===== config.mk =====
export PLATFORM = sky130hd
export DESIGN_NAME = gmw_ram
export DESIGN_NICKNAME = d
export VERILOG_FILES = /design/src/hw/rtl/gmw_ram.sv
export SDC_FILE = /design/constraint.sdc
export NUM_CORES = 1
export LEC_CHECK = 0
export ABC_AREA = 1
export BUFFER_PORTS_ARGS = -buffer_cell sky130_fd_sc_hd__buf_2
export CORE_ASPECT_RATIO = 0.8
export CORE_MARGIN = 5
export CORE_UTILIZATION = 30
export DETAILED_ROUTE_END_ITERATION = 7
export HOLD_SLACK_MARGIN = 0.15
export REMOVE_ABC_BUFFERS = 1
export SYNTH_ARGS = -nofsm -noshare
export SYNTH_HDL_FRONTEND = slang
export SYNTH_SLANG_ARGS = --single-unit

===== constraint.sdc =====
create_clock -name clock -period 1.4 [get_ports clock]
set_input_delay 0.07 -clock clock [delete_from_list [all_inputs] [get_ports clock]]
set_output_delay 0.07 -clock clock [all_outputs]
set_load 0.02 [all_outputs]

===== src/hw/rtl/gmw_ram.sv =====
// generic single write port ram with registered read
`default_nettype none
module gmw_ram #(
   parameter int WIDTH = 8,
   parameter int DEPTH = 16
) (
   input  wire logic                     clock,
   input  wire logic                     wr_en,
   input  wire logic [$clog2(DEPTH)-1:0] wr_addr,
   input  wire logic [WIDTH-1:0]         wr_data,
   input  wire logic [$clog2(DEPTH)-1:0] rd_addr,
   output logic      [WIDTH-1:0]         rd_data
);

   logic [WIDTH-1:0] mem [DEPTH];

   always_ff @(posedge clock) begin
      if (wr_en) begin
         mem[wr_addr] <= wr_data;
      end
      rd_data <= mem[rd_addr];
   end

endmodule
`default_nettype wire


==> impl_metrics.ini, run 1 <==
[placed_design]
port_buffers = 25
place.detailed.instances = 842
dpl.hpwl_um = 8950
gp_congestion = 0.829
preCtsSetupSlack_ns = 0.212

[power]
pwr-share-clk_pct = 48.1
intPower_uw = 8000
combPwrFrac_pct = 6.3
p_total_uw = 10100
ir_worst_vdd_mv = 0.901
p_per_area_mw_per_mm2 = 1430
seq_power_share_pct = 45.6
p_sw_share_pct = 20.5
switching_power_uw = 2070
p_leak_uw = 0.00305

[timing]
post-route-period-util_pct = 76.9
fmax_mhz = 929
slew_headroom_pct = 74.5
tns_ns = 0
finalCriticalPeriod_ns = 1.08
setup_ws_ns = 0.324
finalHoldViolCount = 0
rsz0062_at_grt = false
finalClockSkew_ns = 0.00632
setup_viol = 0
drv_slew = 0
tightest_slew_ns = 0.382

[detailed_routing]
avgRoutedWirePerCell_um = 15.6
dr.pass1.iters = 5
drt-total-wl_um = 13800
drcViolationCount = 0
drt-vias-per-instance = 4.39
antenna_left = 0
drtIter0Drc = 555
vias = 3877

[cells_and_area]
final_cells = 884
area_growth_pct = 22.4
fillCellCount = 1901
final_common_cell = nand2_1
layout-drive-gt1-share_pct = 13.9
final_cell_mix = 173 x nand2_1, 128 x edfxtp_1, 100 x inv_1
nNetsFinal = 630

[setup_path]
cp_max_fo = 1
worstSetupPathType = register to register
cp.arrival_ns = 1.38
worstSetupStartpointType = register
crit_required_ns = 1.71
critPathCaptureType = register

[clock_network]
cts_sinks = 136
htree_levels = 4
cts_tree = built
clk_latency_ns = 0.42
postCtsSetupRepairBufs = 0
root_buffer = clkbuf_16
clkTransAtPathRegs_ns = 0.06
cts.repair.resized = 0
numCtsBuffers = 17
cts_buffer_depth = 2
ctsHoldBuffers = 9

[floorplan]
rows = 45
ios = 26
die_h_um = 134
coreArea_mm2 = 0.0189
initial_core_util_pct = 30.5
die_area_mm2 = 0.0221
die_w_um = 165

[synth]
netlist-cell-type-count = 12
ys_ff_latch = 136
postSynthAreaPerCell_um2 = 10.5
synth_top_area_cell = edfxtp_1
yosys_warnings = 0
synth_area_leaders = edfxtp_1 67%, nand2_1 11%, nand3_1 8.4%
netlist_instances = 551
ys_seq_area_share_pct = 69.4
yosysTopAreaCellShare_pct = 66.7
syn_area_mm2 = 0.00577

[global_route]
grt_util_met2_pct = 18.3
use_met1_pct = 20.5
grt_pass1_vias = 3705
grt_max_degree = 40
busiest_layer = met1
use_met3_pct = 3.56
antenna_found_initial = 0
overflow = 0
grt_pass1_wl_um = 21700
grt_util_all_layers_pct = 13.4

[hold_path]
hold_class = input pin to register

[job]
maxCapViolCount = 0

[run_status]
outcome = finished, final reports clean
-- synthesized netlist by cell type (all sizes together) --
library cell	number
dfxtp	8
inv	102
buf	24
nand3	97
nand2	173
nor2	17
edfxtp	128
nand3b	2
-- through the flow --
step                      hold WS [ns]  instance area [um2]  util (%)
after floorplan                  0.169                 5600         -
after global placement           0.460                 6330      33.4
after detailed placement         0.455                 6330      33.4
after CTS                        0.197                 7050      37.3
after global routing             0.257                 7050      37.3
final                            0.211                 7060      37.3
-- flip-flops by register name (all words and copies together), names as in the netlist --
register / cells
mem: 128
rd_data: 8
-- worst max-delay path: stages (launching register included) --
cell	delay [ns]
edfxtp_1	0.38
inv_1	0.12
nand2_1	0.07
nand3_1	0.08
nand3_1	0.11
nand3_1	0.13
nand2_1	0.08
-- metal layers --
layer	part of all wire (%)	wire length (um)
met5	0	0
met4	1.5	206
met3	6.8	938
met2	42	5810
met1	50	6870
-- cell type report --
cell class	instances	area, um2	area share [%]
Multi-Input combinational cell	289	1210	17.2
Clock inverter	9	170	2.41
Timing Repair Buffer	66	493	6.99
Clock buffer	23	468	6.63
Tap cell	258	323	4.57
Sequential cell	136	4000	56.7
Inverter	102	383	5.43
Antenna cell	1	2.50	0.0355
-- power by group through the flow --
| stage | clock network (uW) | logic (uW) | registers [uW] |
|---|---|---|---|
| 2_1_floorplan | 0 | 246 | 4690 |
| 3_3_place_gp | 0 | 614 | 4670 |
| 3_5_place_dp | 0 | 619 | 4670 |
| 4_1_cts | 4920 | 643 | 4590 |
| 5_1_grt | 5100 | 705 | 4590 |
| 6_report | 4840 | 634 | 4590 |
-- worst paths after layout --
kind | start | end | slack [ns] | cells past startpoint
hold / removal | rd_addr[1] | rd_data[2] | 0.21 | 6
setup reg to reg | mem[7][4] | rd_data[4] | 0.32 | 6
setup / recovery | mem[7][4] | rd_data[4] | 0.32 | 6
hold reg to reg | mem[12][1] | rd_data[1] | 0.66 | 6
-- cell families (layout without fill, tap and decap cells) --
logic type / Yosys count / after routing / share of synthesized area (%)
flip-flops: 136 / 136 / 69.4
other: 0 / 1 / 0
AND/OR/NAND/NOR: 289 / 289 / 21.0
buffers and inverters: 126 / 200 / 9.52
No activity file was read; power rests on OpenSTA's default activity.
==> run 2: changes to the inputs <==
- clock period: 1.4 -> 0.9 ns (I/O delays scaled with it)
==> run 2 against run 1 <==
The run now ends with setup timing left. Final cell count is 1.4% higher. Combinational power is 89% higher. Wire length is 2.8% higher. Register-to-register slack worse by 0.39 ns.
==> impl_metrics.ini, run 2 (synthesis gave the netlist of run 1 again) <==
[run_status]
outcome = complete, but fails checks
violations = setup timing

[timing]
post-route-period-util_pct = 107
finalCriticalPeriod_ns = 0.962
setup_viol = 12
finalHoldViolCount = 0
rsz0062_at_grt = true
setup_ws_ns = -0.0618
tightest_slew_ns = 0.371
fmax_mhz = 1040
finalClockSkew_ns = 0.00860
drv_slew = 0
holdWs_ns = 0.184
slew_headroom_pct = 75.2

[cells_and_area]
finish.instance_area_mm2 = 0.00747
layout-drive-gt1-share_pct = 24.1
nNetsFinal = 643
area_growth_pct = 29.6
final_cell_mix = 169 x nand2_1, 128 x edfxtp_1, 96 x inv_1
largest_reg_flops = 128
final_cells = 896
final_common_cell = nand2_1
largest-register = mem
diodes = 0
reg_top3 = mem: 128 flops, rd_data: 8 flops

[hold_path]
hold_class = input pin to register
min-delay-start = rd_addr[1]
hold_depth = 6

[setup_path]
cp.arrival_ns = 1.26
r2r_slack_ns = -0.06
r2r-start = mem[13][5]
worstSetupStartpointType = register
worstSetupPathType = register to register
critPathLaunch = mem[13][5]
r2r_cells = 6
critPathCaptureType = register
crit_required_ns = 1.20
cp_max_fo = 1

[global_route]
grt_max_degree = 35
grt_util_all_layers_pct = 13.5
antenna_found_initial = 0
grt_pass1_wl_um = 22400
grt_util_met2_pct = 18.9
grt_pass1_vias = 3804
busiest_layer = met1
use_met3_pct = 3.04
use_met1_pct = 21.1
overflow = 0

[detailed_routing]
drtIter0Drc = 380
drt-total-wl_um = 14200
avgRoutedWirePerCell_um = 15.9
vias = 3945
drt-vias-per-instance = 4.40
antenna_left = 0
drcViolationCount = 0
dr.pass1.iters = 6

[floorplan]
die_w_um = 165
coreArea_mm2 = 0.0189
rows = 45
die_area_mm2 = 0.0221
ios = 26
die_h_um = 134
initial_core_util_pct = 30.5

[job]
maxCapViolCount = 0

[placed_design]
place.detailed.instances = 851
port_buffers = 25
post_dp_cell_area_mm2 = 0.00643
gp_congestion = 0.788
dpl.hpwl_um = 9360

[clock_network]
root_buffer = clkbuf_16
clk_latency_ns = 0.41
clkTransAtPathRegs_ns = 0.06
cts_tree = built
htree_levels = 4
cts_buffer_depth = 2
cts_sinks = 136
numCtsBuffers = 17

[power]
combPwrFrac_pct = 7.5
pwr-share-clk_pct = 47.4
ir_worst_vdd_mv = 1.27
seq_power_share_pct = 45.0
p_sw_share_pct = 21.2
intPower_uw = 12500
switching_power_uw = 3370
p_per_area_mw_per_mm2 = 2130
p_leak_uw = 0.00322
[run 2: changes by cell type in the layout (fill, tap and decap cells not counted), sizes merged]
cell / before / now
dlygate4sd3: 9 / 13
clkbuf: 23 / 19
clkinv: 4 / 8
diode: 1 / 0
buf: 57 / 66
[run 2: path summary, 6_finish.rpt]
path | endpoint
setup reg to reg | rd_data[5]
hold / removal | rd_data[2]
hold reg to reg | rd_data[3]
setup / recovery | rd_data[5]
[run 2: metrics by stage]
step,worst slack (ns),total power [uW],setup TNS [ns],utilization (%)
after detailed placement,-0.224,8290,-21.12,34.0
after global placement,-0.214,8280,-20.07,34.0
final,-0.0618,15900,-0.355,39.5
after CTS,-0.0455,15900,-0.368,39.2
after global routing,-0.125,16400,-1.10,39.5
after floorplan,-0.125,7680,-10.33,-
[run 2: repair_timing]
item | CTS | global route
setup buffers | 0 | 0
pin swaps | 25 | 12
endpoints found under the hold margin | 136 | 0
gates cloned | 0 | 0
hold buffers | 13 | 0
setup endpoints to repair | 16 | 16
gates resized for setup | 58 | 13
[run 2: power groups by stage]
stage                     Clock, uW  Combinational, uW  Sequential (uW)
after global routing           7900               1310             7160
final                          7530               1200             7150
after global placement            0               1010             7270
after detailed placement          0               1030             7270
after CTS                      7600               1180             7150
after floorplan                   0                382             7300
[run 2: metal layers]
layer  wire (um)  up-vias
met1        7180     1875
met4         109        0
met3         861       10
met2        6060      138
li1            -     1922
met5           0        -
[run 2: critical path, cell delays in order (launching register included)]
cell and delay [ns]:
edfxtp_1 0.38, nand2_1 0.10, nand2_1 0.05, nand2_1 0.07, nand3_2 0.10, nand3_2 0.10, nand2_2 0.05
[run 2: cell type report]
cell class	count	area, um2
Clock inverter	13	201
Inverter	102	383
Multi-Input combinational cell	289	1420
Sequential cell	136	4010
Fill cell	1844	11400
Tap cell	258	323
Clock buffer	19	443
Timing Repair Buffer	79	688
==> run 3: changes to the inputs <==
- MAX_ROUTING_LAYER: not set -> met4
- clock period: 0.9 -> 1.02 ns (I/O delays scaled with it)
==> run 3 against run 2 <==
The run now ends clean. Wire length increased by 4.6%. Power decreased by 18%. Final cell count decreased by 0.45%. Register-to-register slack improved by 0.10 ns. First-iteration DRC count increased by 6.3%. Die area unchanged. Global-route usage increased by 0.69 points. Critical path depth decreased by 5.
==> impl_metrics.ini, run 3 (synthesis gave the netlist of run 1 again) <==
[detailed_routing]
avgRoutedWirePerCell_um = 16.7
dr.pass1.iters = 4
drt-total-wl_um = 14900
drt-vias-per-instance = 4.43
drcViolationCount = 0
antenna_left = 0
vias = 3955
drtIter0Drc = 404

[clock_network]
htree_levels = 4
numCtsBuffers = 17
root_buffer = clkbuf_16
cts_tree = built
clk_latency_ns = 0.41
clkTransAtPathRegs_ns = 0.05
postCtsSetupRepairBufs = 0
cts_buffer_depth = 2
cts_sinks = 136

[timing]
holdWs_ns = 0.239
finalClockSkew_ns = 0.00590
finalHoldViolCount = 0
setup_ws_ns = 0.0346
post-route-period-util_pct = 96.6
slew_headroom_pct = 72.8
rsz0062_at_grt = true
tightest_slew_ns = 0.408
drv_slew = 0
setup_viol = 0
fmax_mhz = 1010
finalCriticalPeriod_ns = 0.985
tns_ns = 0

[setup_path]
critPathCaptureType = output port
cp.buffers_inverters = 1
worstSetupStartpointType = register
slowest_stage = dfxtp_1
worstSetupPathType = register to output port
crit_required_ns = 0.97
worst-path-stages = 1
crit_path_cell_trace = buf_2
cp_max_fo = 1
cpPeakStageDelay_ns = 0.35
cp.arrival_ns = 0.93
r2r_cells = 6
cp_top_family = flip-flops

[placed_design]
dpl.hpwl_um = 9420
port_buffers = 25
preCtsSetupSlack_ns = -0.185
gp_congestion = 0.834

[hold_path]
hold_class = input pin to register
hold_depth = 5

[cells_and_area]
largest-register = mem
diodes = 0
layout-drive-gt1-share_pct = 17.7
final_util_pct = 37.8
largest_reg_flops = 128
final_cell_mix = 171 x nand2_1, 128 x edfxtp_1, 99 x inv_1
fillCellCount = 1879
area_growth_pct = 24.1
nNetsFinal = 640
final_common_cell = nand2_1
reg_top3 = mem: 128 flops, rd_data: 8 flops

[floorplan]
rows = 45
die_w_um = 165
coreArea_mm2 = 0.0189
initial_core_util_pct = 30.5
die_h_um = 134
die_area_mm2 = 0.0221
ios = 26

[job]
maxCapViolCount = 0

[global_route]
grt_pass1_vias = 3861
antenna_found_initial = 0
grt_util_all_layers_pct = 14.2
overflow = 0
grt_max_degree = 30
grt_pass1_wl_um = 22600

[power]
combPwrFrac_pct = 7.5
ir_worst_vdd_mv = 1.18
switching_power_uw = 2880
intPower_uw = 10100
p_total_uw = 13000
seq_power_share_pct = 48.5
p_per_area_mw_per_mm2 = 1820
p_sw_share_pct = 22.1
p_leak_uw = 0.00308
pwr-share-clk_pct = 44.0

[run_status]
outcome = finished, final reports clean
-- run 3: path summary, 6_finish.rpt --
check,startpoint,endpoint,slack [ns]
max,rd_data[7],rd_data[7],0.03
min,rd_addr[2],rd_data[1],0.24
min reg2reg,mem[12][1],rd_data[1],0.66
max reg2reg,mem[5][0],rd_data[0],0.04
-- run 3: power groups by stage --
| stage | logic [uW] | registers [uW] | clock network [uW] |
|---|---|---|---|
| finish | 982 | 6310 | 5720 |
| global route | 1070 | 6320 | 6030 |
| CTS | 954 | 6310 | 5790 |
| detailed placement | 906 | 6420 | 0 |
| global placement | 896 | 6420 | 0 |
| floorplan | 337 | 6440 | 0 |
-- run 3: layout make-up --
class	count	area, um2	share of cell area [%]
Timing Repair Buffer	76	621	8.67
Tap cell	258	323	4.51
Multi-Input combinational cell	289	1280	17.9
Sequential cell	136	4010	56.0
Clock buffer	20	437	6.10
Clock inverter	11	108	1.50
Inverter	102	383	5.35
-- run 3: stage by stage --
| stage | instance area, um2 | std cells |
|---|---|---|
| after floorplan | 5600 | 527 |
| after global placement | 6430 | 851 |
| after detailed placement | 6430 | 851 |
| after CTS | 7090 | 892 |
| after global routing | 7160 | 892 |
| final | 7160 | 892 |
-- run 3: layer usage --
layer / vias up / track usage, % / share of wire, % / routed length [um]
met5: - / - / 0 / 0
met4: 0 / 3.88 / 0.97 / 144
met3: 15 / 3.84 / 6.8 / 1010
met2: 135 / 20.3 / 44 / 6530
met1: 1892 / 20.1 / 48 / 7190
li1: 1913 / - / - / -
-- run 3: timing repair --
action                                  in CTS  in global routing
pin swaps                                    0                  2
endpoints found under the hold margin      136                  0
resized for setup                            6                 17
endpoints found under the setup margin       5                 10
hold buffers                                10                  0
